`config.mk`:
```
export PLATFORM = sky130hd
export DESIGN_NAME = multi_task_watchdog_monitor_unit
export DESIGN_NICKNAME = d
export VERILOG_FILES = /design/src/rtl/mtwd_pkg.sv /design/src/rtl/mtwd_ram.sv /design/src/rtl/mtwd_ctrl.sv /design/src/rtl/mtwd_datapath.sv /design/src/rtl/multi_task_watchdog_monitor_unit.sv
export SDC_FILE = /design/constraint.sdc
export NUM_CORES = 2
export LEC_CHECK = 0
export ABC_AREA = 1
export ABC_CLOCK_PERIOD_IN_PS = 17900
export BUFFER_PORTS_ARGS = -buffer_cell sky130_fd_sc_hd__buf_2
export CAP_MARGIN = 20
export CELL_PAD_IN_SITES_DETAIL_PLACEMENT = 1
export CELL_PAD_IN_SITES_GLOBAL_PLACEMENT = 1
export CORE_UTILIZATION = 55
export DETAILED_ROUTE_END_ITERATION = 6
export MAX_ROUTING_LAYER = met4
export PLACE_DENSITY = 0.85
export SLEW_MARGIN = 20
export SYNTH_ARGS = -nofsm -noshare
export SYNTH_HDL_FRONTEND = slang
export SYNTH_SLANG_ARGS = --single-unit
```
`constraint.sdc`:
```
create_clock -name clk -period 17.9 [get_ports clk]
set_clock_uncertainty 0.1 [all_clocks]
set_input_delay 1.79 -clock clk [delete_from_list [all_inputs] [get_ports clk]]
set_output_delay 1.79 -clock clk [all_outputs]
set_load 0.03 [all_outputs]
```
`src/rtl/mtwd_pkg.sv`:
```
package mtwd_pkg;

    // Action codes of an input item
    localparam logic [2:0] ACT_REGISTER    = 3'd0;
    localparam logic [2:0] ACT_KICK        = 3'd1;
    localparam logic [2:0] ACT_SET_TIMEOUT = 3'd2;
    localparam logic [2:0] ACT_TICK        = 3'd3;
    localparam logic [2:0] ACT_QUERY       = 3'd4;

    // Result status codes
    localparam logic [1:0] STAT_OK        = 2'd0;
    localparam logic [1:0] STAT_NOT_FOUND = 2'd1;
    localparam logic [1:0] STAT_FULL      = 2'd2;

    // Slot numbers are widened to this before trimming to the result field
    localparam int SLOT_EXT_W = 7;

    typedef struct packed {
        logic [2:0]  action;
        logic [7:0]  client_tag;
        logic [31:0] timeout_ticks;
    } in_item_t;

    typedef struct packed {
        logic [1:0]  status;
        logic [2:0]  slot_index;
        logic [7:0]  expired_mask;
        logic [31:0] average_interval;
    } out_item_t;

    // One slot of the client table as held in RAM
    typedef struct packed {
        logic [7:0]  tag;
        logic [31:0] last_kick;
        logic [31:0] timeout;
        logic [31:0] avg;
    } entry_t;

    // What kind of walk over the table an item needs
    typedef enum logic [1:0] {
        KIND_NONE = 2'd0,
        KIND_REG  = 2'd1,
        KIND_FIND = 2'd2,
        KIND_TICK = 2'd3
    } kind_t;

    typedef struct packed {
        logic load;
        logic scan_run;
        logic update;
        logic out_load;
    } cmd_t;

    typedef struct packed {
        kind_t in_kind;
        logic  scan_hit;
        logic  scan_end;
    } sts_t;

endpackage

```
`src/rtl/mtwd_ram.sv`:
```
module mtwd_ram
#(
    parameter int WIDTH = 8,
    parameter int DEPTH = 8
)
(
    input  logic                                  clk,
    input  logic                                  wr_en,
    input  logic [(DEPTH > 1 ? $clog2(DEPTH) : 1)-1:0] wr_addr,
    input  logic [WIDTH-1:0]                      wr_data,
    input  logic                                  rd_en,
    input  logic [(DEPTH > 1 ? $clog2(DEPTH) : 1)-1:0] rd_addr,
    output logic [WIDTH-1:0]                      rd_data
);

    logic [WIDTH-1:0] mem_reg [DEPTH];
    logic [WIDTH-1:0] rd_data_reg;

    // Write port
    always_ff @(posedge clk)
    begin
        if (wr_en)
        begin
            mem_reg[wr_addr] <= wr_data;
        end
    end

    // Registered read port
    always_ff @(posedge clk)
    begin
        if (rd_en)
        begin
            rd_data_reg <= mem_reg[rd_addr];
        end
    end

    assign rd_data = rd_data_reg;

endmodule

```
`src/rtl/mtwd_ctrl.sv`:
```
module mtwd_ctrl
    import mtwd_pkg::*;
(
    input  logic clk,
    input  logic rst_n,
    input  logic item_valid,
    output logic item_stall,
    output logic result_valid,
    input  logic result_stall,
    input  sts_t sts,
    output cmd_t cmd
);

    typedef enum logic [3:0] {
        S_IDLE   = 4'b0001,
        S_SCAN   = 4'b0010,
        S_UPDATE = 4'b0100,
        S_FINISH = 4'b1000
    } state_t;

    state_t state_reg, state_next;
    logic   out_valid_reg, out_valid_next;

    // Sequence one item: accept, walk the table, update, hand off
    always_comb
    begin
        state_next = state_reg;
        cmd        = '0;
        case (state_reg)
            S_IDLE:
            begin
                if (item_valid)
                begin
                    cmd.load = 1'b1;
                    if (sts.in_kind == KIND_NONE)
                    begin
                        state_next = S_FINISH;
                    end
                    else
                    begin
                        state_next = S_SCAN;
                    end
                end
            end
            S_SCAN:
            begin
                cmd.scan_run = 1'b1;
                if (sts.scan_hit)
                begin
                    state_next = S_UPDATE;
                end
                else if (sts.scan_end)
                begin
                    state_next = S_FINISH;
                end
            end
            S_UPDATE:
            begin
                cmd.update = 1'b1;
                state_next = S_FINISH;
            end
            S_FINISH:
            begin
                if (!out_valid_reg || !result_stall)
                begin
                    cmd.out_load = 1'b1;
                    state_next   = S_IDLE;
                end
            end
            default:
            begin
                state_next = S_IDLE;
            end
        endcase
    end

    // Hold the result until the transfer completes
    assign out_valid_next = (out_valid_reg && result_stall) || cmd.out_load;

    always_ff @(posedge clk or negedge rst_n)
    begin
        if (!rst_n)
        begin
            state_reg     <= S_IDLE;
            out_valid_reg <= 1'b0;
        end
        else
        begin
            state_reg     <= state_next;
            out_valid_reg <= out_valid_next;
        end
    end

    assign item_stall   = (state_reg != S_IDLE);
    assign result_valid = out_valid_reg;

endmodule

```
`src/rtl/mtwd_datapath.sv`:
```
module mtwd_datapath
    import mtwd_pkg::*;
#(
    parameter int NUM_SLOTS = 8
)
(
    input  logic      clk,
    input  logic      rst_n,
    input  in_item_t  item,
    input  cmd_t      cmd,
    output sts_t      sts,
    output out_item_t result
);

    localparam int IDX_W   = (NUM_SLOTS > 1) ? $clog2(NUM_SLOTS) : 1;
    localparam int CNT_W   = $clog2(NUM_SLOTS + 1);
    localparam int ENTRY_W = $bits(entry_t);

    // Control state
    logic [31:0]          time_reg, time_next;
    logic [NUM_SLOTS-1:0] valid_reg, valid_next;
    logic [CNT_W-1:0]     rd_cnt_reg, rd_cnt_next;
    logic                 chk_live_reg, chk_live_next;
    logic [IDX_W-1:0]     chk_idx_reg, chk_idx_next;

    // Item and match payload
    logic [2:0]           action_reg, action_next;
    logic [7:0]           tag_reg, tag_next;
    logic [31:0]          tmo_reg, tmo_next;
    kind_t                kind_reg, kind_next;
    logic [IDX_W-1:0]     hit_idx_reg, hit_idx_next;
    entry_t               hit_reg, hit_next;
    logic [31:0]          avg7_reg, avg7_next;

    // Result being built and the output register
    logic [1:0]           res_status_reg, res_status_next;
    logic [2:0]           res_slot_reg, res_slot_next;
    logic [7:0]           res_mask_reg, res_mask_next;
    logic [31:0]          res_avg_reg, res_avg_next;
    out_item_t            out_reg, out_next;

    // RAM port signals
    logic                 ram_wr_en;
    logic [IDX_W-1:0]     ram_wr_addr;
    entry_t               ram_wr_entry;
    logic                 ram_rd_en;
    logic [ENTRY_W-1:0]   ram_rd_data;
    entry_t               rd_entry;

    // Scan decisions
    kind_t                in_kind;
    logic                 issue;
    logic                 chk_valid;
    logic                 cand;
    logic                 expire;
    logic                 last_slot;
    logic [31:0]          age;
    logic [SLOT_EXT_W-1:0] chk_ext;
    logic [SLOT_EXT_W-1:0] hit_ext;
    logic [31:0]          sample;
    logic [31:0]          blend;
    logic [31:0]          new_avg;

    mtwd_ram #(
        .WIDTH (ENTRY_W),
        .DEPTH (NUM_SLOTS)
    ) u_table (
        .clk     (clk),
        .wr_en   (ram_wr_en),
        .wr_addr (ram_wr_addr),
        .wr_data (ram_wr_entry),
        .rd_en   (ram_rd_en),
        .rd_addr (rd_cnt_reg[IDX_W-1:0]),
        .rd_data (ram_rd_data)
    );

    assign rd_entry = entry_t'(ram_rd_data);

    // Classify the offered item
    always_comb
    begin
        case (item.action)
            ACT_TICK:
            begin
                in_kind = KIND_TICK;
            end
            ACT_REGISTER:
            begin
                in_kind = (item.client_tag == 8'd0) ? KIND_NONE : KIND_REG;
            end
            ACT_KICK, ACT_SET_TIMEOUT, ACT_QUERY:
            begin
                in_kind = (item.client_tag == 8'd0) ? KIND_NONE : KIND_FIND;
            end
            default:
            begin
                in_kind = KIND_NONE;
            end
        endcase
    end

    // Judge the slot whose entry is on the read port
    assign issue     = cmd.scan_run && (rd_cnt_reg < CNT_W'(NUM_SLOTS));
    assign ram_rd_en = issue;
    assign chk_valid = valid_reg[chk_idx_reg];
    assign age       = time_reg - rd_entry.last_kick;
    assign last_slot = (chk_idx_reg == IDX_W'(NUM_SLOTS - 1));
    assign chk_ext   = SLOT_EXT_W'(chk_idx_reg);
    assign hit_ext   = SLOT_EXT_W'(hit_idx_reg);

    always_comb
    begin
        cand   = 1'b0;
        expire = 1'b0;
        case (kind_reg)
            KIND_REG:
            begin
                cand = !chk_valid;
            end
            KIND_FIND:
            begin
                cand = chk_valid && (rd_entry.tag == tag_reg);
            end
            KIND_TICK:
            begin
                expire = chk_valid && (rd_entry.timeout != 32'd0) &&
                         (age > rd_entry.timeout);
            end
            default:
            begin
                cand = 1'b0;
            end
        endcase
    end

    assign sts.in_kind  = in_kind;
    assign sts.scan_hit = chk_live_reg && cand;
    assign sts.scan_end = chk_live_reg && last_slot;

    // Moving average of the kick interval
    assign sample  = time_reg - hit_reg.last_kick;
    assign blend   = avg7_reg + sample;
    assign new_avg = (hit_reg.avg == 32'd0) ? sample : (blend >> 3);

    always_comb
    begin
        time_next       = time_reg;
        valid_next      = valid_reg;
        rd_cnt_next     = rd_cnt_reg;
        chk_live_next   = issue;
        chk_idx_next    = rd_cnt_reg[IDX_W-1:0];
        action_next     = action_reg;
        tag_next        = tag_reg;
        tmo_next        = tmo_reg;
        kind_next       = kind_reg;
        hit_idx_next    = hit_idx_reg;
        hit_next        = hit_reg;
        avg7_next       = avg7_reg;
        res_status_next = res_status_reg;
        res_slot_next   = res_slot_reg;
        res_mask_next   = res_mask_reg;
        res_avg_next    = res_avg_reg;
        out_next        = out_reg;
        ram_wr_en       = 1'b0;
        ram_wr_addr     = chk_idx_reg;
        ram_wr_entry    = rd_entry;

        // Take the item, advance time on a tick, clear the result
        if (cmd.load)
        begin
            action_next     = item.action;
            tag_next        = item.client_tag;
            tmo_next        = item.timeout_ticks;
            kind_next       = in_kind;
            rd_cnt_next     = '0;
            chk_live_next   = 1'b0;
            res_slot_next   = 3'd0;
            res_mask_next   = 8'd0;
            res_avg_next    = 32'd0;
            res_status_next = STAT_OK;
            if ((item.client_tag == 8'd0) && (item.action <= ACT_QUERY) &&
                (item.action != ACT_TICK))
            begin
                res_status_next = STAT_NOT_FOUND;
            end
            if (item.action == ACT_TICK)
            begin
                time_next = time_reg + 32'd1;
            end
        end

        // Walk the table one slot a cycle
        if (issue)
        begin
            rd_cnt_next = rd_cnt_reg + CNT_W'(1);
        end

        if (cmd.scan_run && chk_live_reg)
        begin
            if (expire)
            begin
                ram_wr_en              = 1'b1;
                ram_wr_addr            = chk_idx_reg;
                ram_wr_entry           = rd_entry;
                ram_wr_entry.last_kick = time_reg;
                if (chk_ext < SLOT_EXT_W'(8))
                begin
                    res_mask_next[chk_ext[2:0]] = 1'b1;
                end
            end
            if (cand)
            begin
                hit_idx_next = chk_idx_reg;
                hit_next     = rd_entry;
                avg7_next    = (rd_entry.avg << 3) - rd_entry.avg;
            end
            else if (last_slot)
            begin
                if (kind_reg == KIND_REG)
                begin
                    res_status_next = STAT_FULL;
                end
                else if (kind_reg == KIND_FIND)
                begin
                    res_status_next = STAT_NOT_FOUND;
                end
            end
        end

        // Apply the action to the matched slot
        if (cmd.update)
        begin
            ram_wr_addr   = hit_idx_reg;
            res_slot_next = hit_ext[2:0];
            case (action_reg)
                ACT_REGISTER:
                begin
                    ram_wr_en                 = 1'b1;
                    ram_wr_entry.tag          = tag_reg;
                    ram_wr_entry.last_kick    = time_reg;
                    ram_wr_entry.timeout      = tmo_reg;
                    ram_wr_entry.avg          = 32'd0;
                    valid_next[hit_idx_reg]   = 1'b1;
                    res_avg_next              = 32'd0;
                end
                ACT_KICK:
                begin
                    ram_wr_en              = 1'b1;
                    ram_wr_entry           = hit_reg;
                    ram_wr_entry.last_kick = time_reg;
                    ram_wr_entry.avg       = new_avg;
                    res_avg_next           = new_avg;
                end
                ACT_SET_TIMEOUT:
                begin
                    ram_wr_en            = 1'b1;
                    ram_wr_entry         = hit_reg;
                    ram_wr_entry.timeout = tmo_reg;
                    res_avg_next         = hit_reg.avg;
                end
                default:
                begin
                    res_avg_next = hit_reg.avg;
                end
            endcase
        end

        // Load the output register
        if (cmd.out_load)
        begin
            out_next.status           = res_status_reg;
            out_next.slot_index       = res_slot_reg;
            out_next.expired_mask     = res_mask_reg;
            out_next.average_interval = res_avg_reg;
        end
    end

    always_ff @(posedge clk or negedge rst_n)
    begin
        if (!rst_n)
        begin
            time_reg     <= 32'd0;
            valid_reg    <= '0;
            rd_cnt_reg   <= '0;
            chk_live_reg <= 1'b0;
        end
        else
        begin
            time_reg     <= time_next;
            valid_reg    <= valid_next;
            rd_cnt_reg   <= rd_cnt_next;
            chk_live_reg <= chk_live_next;
        end
    end

    always_ff @(posedge clk)
    begin
        chk_idx_reg    <= chk_idx_next;
        action_reg     <= action_next;
        tag_reg        <= tag_next;
        tmo_reg        <= tmo_next;
        kind_reg       <= kind_next;
        hit_idx_reg    <= hit_idx_next;
        hit_reg        <= hit_next;
        avg7_reg       <= avg7_next;
        res_status_reg <= res_status_next;
        res_slot_reg   <= res_slot_next;
        res_mask_reg   <= res_mask_next;
        res_avg_reg    <= res_avg_next;
        out_reg        <= out_next;
    end

    assign result = out_reg;

endmodule

```
`src/rtl/multi_task_watchdog_monitor_unit.sv`:
```
// Watchdog over NUM_SLOTS watched clients with its own 32-bit tick count.
// Each item (register, kick, set timeout, tick, query) yields one result.
// The client table lives in one RAM that is walked one slot per cycle; a
// lookup ends early at the first matching slot, and an item with tag zero or
// an unused action code skips the walk. A tick always walks the whole table.
// A new item is taken as soon as the previous one has moved into the output
// register.
module multi_task_watchdog_monitor_unit
    import mtwd_pkg::*;
#(
    parameter int NUM_SLOTS = 8
)
(
    input  logic      clk,
    input  logic      rst_n,
    input  logic      item_valid,
    output logic      item_stall,
    input  in_item_t  item,
    output logic      result_valid,
    input  logic      result_stall,
    output out_item_t result
);

    cmd_t cmd;
    sts_t sts;

    mtwd_ctrl u_ctrl (
        .clk          (clk),
        .rst_n        (rst_n),
        .item_valid   (item_valid),
        .item_stall   (item_stall),
        .result_valid (result_valid),
        .result_stall (result_stall),
        .sts          (sts),
        .cmd          (cmd)
    );

    mtwd_datapath #(
        .NUM_SLOTS (NUM_SLOTS)
    ) u_datapath (
        .clk    (clk),
        .rst_n  (rst_n),
        .item   (item),
        .cmd    (cmd),
        .sts    (sts),
        .result (result)
    );

endmodule

```
======== Word level (Yosys, flattened, before mapping) ========
Memory sizes are Yosys's and may differ from the RTL's. A register that Yosys moved wholly into a read port is not among the register bits.
Cells that the tools add are included.
word-level totals
  register bits after elaboration ......... 327
  RAM bits ................................ 832
  output and inout bits ................... 47
  word-level logic and storage cells ...... 147
  memories ................................ 1
memories
  memory                      words  bits a word  read ports  clocked after Yosys merged registers in  wr ports  RTL line        text
  u_datapath.u_table.mem_reg  8      104          1           1                                        1         mtwd_ram.sv:16  logic [WIDTH-1:0] mem_reg [DEPTH];
cells by class
  add/subtract/negate cells ............... 6
  magnitude comparators ................... 8
  equal/unequal tests ..................... 20
  multiplexer cells ....................... 54
  bitwise logic cells ..................... 2
  reductions and logical operators ........ 31
operator list
  cell                                                        number
  case mux 104 bit (3 select lines)                           1
  two-way mux 96 bit                                          2
  two-way mux 104 bit                                         1
  two-way mux 32 bit                                          3
  subtractor 32 bit                                           3
  case mux 32 bit (2 select lines)                            1
  adder 32 x 1 -> 32 bit, second input constant               1
  adder 32 bit                                                1
  > comparator 32 bit                                         1
  zero test 32 bit                                            1
  two-way mux 8 bit                                           4
  nonzero test 32 bit                                         1
  two-way mux 4 bit                                           7
  two-way mux 1 bit                                           19
  OR 8 bit                                                    2
  case mux 4 bit (4 select lines)                             1
  two-way mux 2 bit                                           7
  logical AND 1 bit                                           12
  less-than comparator 3 x 4 -> 1 bit, second input constant  3
  == test 3 x 2 -> 1 bit, second input constant               3
  two-way mux 3 bit                                           3
  == test 8 bit                                               1
  zero test 8 bit                                             1
  demux 1 bit (select 3 bit)                                  2
  28 further kinds                                            40

======== Depth between registers and ports, before layout ========
  word-level depth ........................ 11
  depth in mapped cells ................... 31
  gate-level depth less buffers ........... 31

======== Cells and area by module ========
Synthesis repeated with hierarchy kept, for this count alone.
unflattened totals
  cell total of the unflattened synthesis .. 6508
  area, all modules ....................... 61720.4 um^2
by module, submodules not included
  module         times used  cells each  area an instance (um^2)
  mtwd_ram       1           3716        39245.1
  mtwd_datapath  1           2747        22163.8
  mtwd_ctrl      1           45          311.5

======== Least setup slack after synthesis ========
No wires, ideal clock.
  path type ............................... reg-to-reg
  from .................................... reg u_datapath.time_reg[0]
  to ...................................... mem u_datapath.u_table.mem_reg[6][0] (netlist bit) (enable)
  data arrival time ....................... 7.654 ns
  data required time ...................... 17.232 ns
  path slack .............................. 9.578 ns
  cell stages (with the launch flop) ...... 27
  path buffers ............................ 0
  period minus slack after synthesis ...... 8.322 ns
  cells stage by stage .................... dfrtp_1 > inv_1 > ha_1 > inv_1 > fa_1 > nand3_1 > nand2_1 > nand3_1 > nand2_1 > nand3_1 > nand2_1 > a21oi_1 > o21ai_0 > xor2_1 > ha_1 > nand2_1 > inv_1 > nand4_1 > nor3b_1 > nand2_1 > nand2_1 > nand2_1 > nand2_1 > nand2_1 > nand2_1 > nand3_1 > nor2_1
between the ends
  word-level cells in the longest chain between the ends .. 10
ends and longest elaborated chain
  element                                    RTL line              text
  start, declared                            mtwd_datapath.sv:20   logic [31:0] time_reg, time_next;
  start signal, assigned                     mtwd_datapath.sv:289  time_reg <= time_next;
  subtractor 32 bit *                        mtwd_datapath.sv:106  assign age = time_reg - rd_entry.last_kick;
  > comparator 32 bit *                      mtwd_datapath.sv:127  (age > rd_entry.timeout);
  logical AND 1 bit *                        mtwd_datapath.sv:126  expire = chk_valid && (rd_entry.timeout != 32'd0) &&
  two-way mux 1 bit *                        mtwd_datapath.sv:115  case (kind_reg)
  two-way mux 1 bit *                        mtwd_datapath.sv:200  if (expire)
  two-way mux 1 bit *                        mtwd_datapath.sv:198  if (cmd.scan_run && chk_live_reg)
  two-way mux 1 bit                          mtwd_datapath.sv:235  case (action_reg)
  two-way mux 1 bit *                        mtwd_datapath.sv:231  if (cmd.update)
  two-way mux 1 bit *                        mtwd_ram.sv:22        if (wr_en)
  two-way mux 1 bit (implied by the code) *  mtwd_ram.sv:24        mem_reg[wr_addr] <= wr_data;
  end, declared                              mtwd_ram.sv:16
Every way passes the cells marked *; elsewhere a longest branch is shown, timed or not.

======== Worst setup path in the final report ========
  from .................................... reg u_datapath.u_table.rd_data_reg[66] (netlist: u_datapath.u_table.rd_data[66]) (read register of u_datapath.u_table.mem_reg)
  to ...................................... mem u_datapath.u_table.mem_reg[3][10] (netlist bit) (enable)
between the ends
  word-level cells in the longest chain between the ends .. 10
ends and longest elaborated chain
  element                                    RTL line              text
  start, declared                            mtwd_ram.sv:17        logic [WIDTH-1:0] rd_data_reg;
  subtractor 32 bit *                        mtwd_datapath.sv:106
  > comparator 32 bit *                      mtwd_datapath.sv:127
  logical AND 1 bit *                        mtwd_datapath.sv:126
  two-way mux 1 bit *                        mtwd_datapath.sv:115
  two-way mux 1 bit *                        mtwd_datapath.sv:200
  two-way mux 1 bit *                        mtwd_datapath.sv:198
  two-way mux 1 bit                          mtwd_datapath.sv:235
  two-way mux 1 bit *                        mtwd_datapath.sv:231
  two-way mux 1 bit *                        mtwd_ram.sv:22
  two-way mux 1 bit (implied by the code) *  mtwd_ram.sv:24
Marked as above.

==> summary.md <==
| Metric | Value |
|---|---|
| Largest net degree at the start of global routing | `144` |
| DRT Pass-1 Iters | `6` |
| Reg area | `0.0375 mm²` |
| Fin. max-slew vios | `0` |
| Clock network power share | `29.4%` |
| Die footprint | `0.105 mm²` |
| Fin crit share | `44.2%` |
| Die Ht | `324 µm` |
| Design area | `0.0631 mm²` |
| Congestion Overflow GR | `0` |
| Fin. Hold Viols | `0` |
| Clock sinks | `1262` |
| Starting Density | `55.8%` |
| Initial DRC count | `5113` |
| WL final | `192000 µm` |
| Post-route ant nets | `0` |
| Simple-gate share of the synthesized area | `13.4%` |
| Slew @ Worst Pin | `1250 ps` |
| Synth warn | `0` |
| Ys async rst share | `3.96%` |
| Global-route wire length before repair | `283000 µm` |
| Slowest CP cell | `buf_4` |
| Dominant synthesized flop cell | `edfxtp_1` |
| Final setup violation count | `0` |
| Startpoint Class | `flip-flop` |
| Post-synthesis compound-gate area fraction | `11.5%` |
| # nets final | `5453` |
| Resize count post-CTS | `0` |
| Area Overhead vs Synth | `10.3%` |
| Post-CTS Setup Repair Bufs | `0` |
| XOR/XNOR Fraction of Synth Area | `1.79%` |
| Post-Syn Area | `0.0572 mm²` |
| Worst-skew pair later-pin latency | `780 ps` |
| Multiplexer area fraction after synthesis | `0%` |
| Std cell rows | `117` |
| CTS H-tree depth | `4` |
| Pint | `0.00562 W` |
| DP Area | `0.0591 mm²` |
| Slew headroom | `16.1%` |
| Synth top area cells | `edfxtp_1 (63%), nor2_1 (5.9%), o21ai_0 (4.6%)` |
| Synth top area share | `63.0%` |
| Hpwl dp | `122000 µm` |
| DRC errors left | `0` |
| Share of cells above drive strength 1 | `7.16%` |
| Critical Path Fanout Max | `50` |
| Post-synth EDFFs | `1199` |
| MaxCap Viol Count | `0` |
| Post-synthesis sequential area ratio | `65.6%` |
| I/O Buffers | `93` |
| RSZ-0062 raised after global routing | `no` |
| Unique masters post-synth | `60` |
| DR vias/cell | `6.41` |
| Net Sw Frac | `36.3%` |
| CTS clk-pin slew, worst paths | `60 ps` |
| Chip width | `324 µm` |
| Post-DR wirelength/cell | `28.6 µm` |
| Crit end category | `flip-flop` |
| Synth Area in Adders | `3.53%` |
| HP Class | `reg2reg` |
| CTS buffer count | `130` |
| Synth area leader | `edfxtp_1` |
| Synth Register Bits | `1262` |
| Post-Syn Nets | `5396` |
| Flop pwr share | `41.5%` |
| Post-Syn Instances | `5189` |
| LEAKAGE | `23.4 nW` |
| Global Route Usage Sum | `37.1%` |
| WP data required | `18170 ps` |
| Largest family of logic cells by synthesized area | `simple AND/OR/NAND/NOR gates` |
| Worst EP arrival | `8180 ps` |
| CTS Buffer Depth | `3` |
| Max reg flops | `832` |
| CTS hold repair buffers | `0` |
| Total vias in the final route | `43100` |
| GPL Wtd Cong | `0.992` |
| Most frequent CP cell | `nand2_1` |
| Initial antenna violation count | `6` |
| Syn avg cell area | `11.0 µm²` |
| Combinational share of power | `29.0%` |
| Multi-input gate area | `0.0174 mm²` |
| Sw Pwr | `0.00320 W` |
| PwrDens | `140 mW/mm²` |
| CTS tree | `built` |
| Peak VDD IR | `0.131 mV` |
| Outcome | `completed` |
| Fmax | `0.126 GHz` |
| Setup CP Type | `reg2reg` |
| Filler Cells Inserted | `10600` |
| Final critical-path required period | `7910 ps` |
| Max incr delay on CP | `840 ps` |
| Top-level port count | `94` |
| Number of global-route vias before repair | `44800` |
| Setup TNS | `0 ps` |
| Clock root buffer | `clkbuf_16` |
| Core area | `0.102 mm²` |
[cell families (layout without fill, tap and decap cells)]
logic type	count (synthesis)	after routing
flip-flops	1262	1262
buffers and inverters	631	790
other	0	3
AO/OA/AOI/OAI	1169	1169
AND/OR/NAND/NOR	1850	1850
XOR/XNOR	117	117
adder cells (fa/ha/maj)	160	160
[final cells by class]
cell class	count	share of cell area (%)
diodes	3	0.0119
clock buffers	168	5.47
clock inverters	66	0.827
inverters	409	2.47
multi-input cells	3296	27.6
flip-flops and latches	1262	59.5
well taps	1368	2.71
repair buffers	147	1.42
[path summary, 6_finish.rpt]
path / from / endpoint / slack (ps) / cells after the start
max: u_datapath.u_table.rd_data[66]$_DFFE_PP_ / u_datapath.u_table.mem_reg[3][10]$_DFFE_PP_ / 9990 / 29
max reg2reg: u_datapath.u_table.rd_data[66]$_DFFE_PP_ / u_datapath.u_table.mem_reg[3][10]$_DFFE_PP_ / 9990 / 29
min: u_datapath.res_avg_reg[26]$_SDFFCE_PN0P_ / u_datapath.result[26]$_DFFE_PP_ / 320 / 0
min reg2reg: u_datapath.res_avg_reg[26]$_SDFFCE_PN0P_ / u_datapath.result[26]$_DFFE_PP_ / 320 / 0
max in group asynchronous: rst_n / u_datapath.rd_cnt_reg[0]$_DFFE_PN0P_ / 16030 / 2
min in group asynchronous: rst_n / u_datapath.valid_reg[6]$_DFFE_PN0P_ / 1090 / 2
[cells in the mapped netlist (all sizes together), types with 8 or more instances]
library cell and number:
o22ai 165, a22oi 36, dfxtp 13, nand3b 12, o21ai 533, nor3 47, edfxtp 1199, nor4 23
ha 158, nand3 197, xor2 87, nor2 914, and2 10, clkbuf 178, a31oi 111, buf 44
a21o 20, inv 408, o21bai 13, a21oi 233, o21a 9, nand4 32, a221oi 15, a21boi 9
o211ai 8, dfrtp 49, xnor2 30, nand2 604
[through the flow]
| step | worst slack, ps | utilization, % | total power (W) | hold WS, ps | instances |
|---|---|---|---|---|---|
| 2_1_floorplan | 9580 | - | 0.00525 | 286 | 5189 |
| 3_3_place_gp | 10590 | 57.6 | 0.00598 | 302 | 6482 |
| 3_5_place_dp | 10230 | 57.6 | 0.00615 | 306 | 6482 |
| 4_1_cts | 10120 | 61.5 | 0.00878 | 319 | 6716 |
| 5_1_grt | 9700 | 61.5 | 0.00910 | 323 | 6719 |
| 6_report | 9990 | 61.5 | 0.00882 | 318 | 6719 |
[cells in the final DEF (no fill, tap or decap), types with 5 or more instances in the layout]
master / n
clkbuf_1: 34
nand2_1: 602
nor2_2: 5
nand4_1: 30
inv_6: 9
a221oi_1: 15
inv_1: 398
ha_1: 158
buf_2: 93
o22ai_1: 165
o21bai_1: 13
dfrtp_1: 47
a22oi_1: 36
clkbuf_16: 131
nor2_4: 15
nor4_1: 22
xor2_1: 87
xnor2_1: 30
clkinv_1: 28
or2_2: 7
o211ai_1: 8
nor3_1: 40
buf_4: 52
o21a_1: 9
a31oi_1: 111
nand3b_1: 12
nor2_1: 892
a21o_1: 20
o21ai_0: 529
and2_1: 10
a21boi_0: 8
edfxtp_1: 1199
clkinv_2: 21
dfxtp_1: 13
nand3_1: 194
a21oi_1: 230
inv_2: 6
[routing by layer]
| metal | vias up | part of all wire (%) | track usage [%] |
|---|---|---|---|
| met5 | - | 0 | - |
| met4 | 0 | 4.1 | 14.9 |
| met3 | 474 | 9.1 | 7.02 |
| met2 | 2465 | 48 | 58.6 |
| met1 | 21600 | 39 | 47.5 |
| li1 | 18500 | - | - |
[worst max-delay path: cells and delay by family, from the launching register on]
| kind | cells | cell delay [ps] |
|---|---|---|
| AO/OA/AOI/OAI | 4 | 1020 |
| adder cells (fa/ha/maj) | 2 | 590 |
| buffers and inverters | 5 | 2380 |
| flip-flops | 1 | 410 |
| AND/OR/NAND/NOR | 18 | 2850 |
[power by group through the flow]
stage / sequential, W / clock, W / combinational [W]
2_1_floorplan: 0.00368 / 0 / 0.00157
3_3_place_gp: 0.00371 / 0 / 0.00227
3_5_place_dp: 0.00372 / 0 / 0.00243
4_1_cts: 0.00366 / 0.00261 / 0.00251
5_1_grt: 0.00367 / 0.00269 / 0.00273
6_report: 0.00367 / 0.00260 / 0.00256
(Power assumes the default switching activity.)
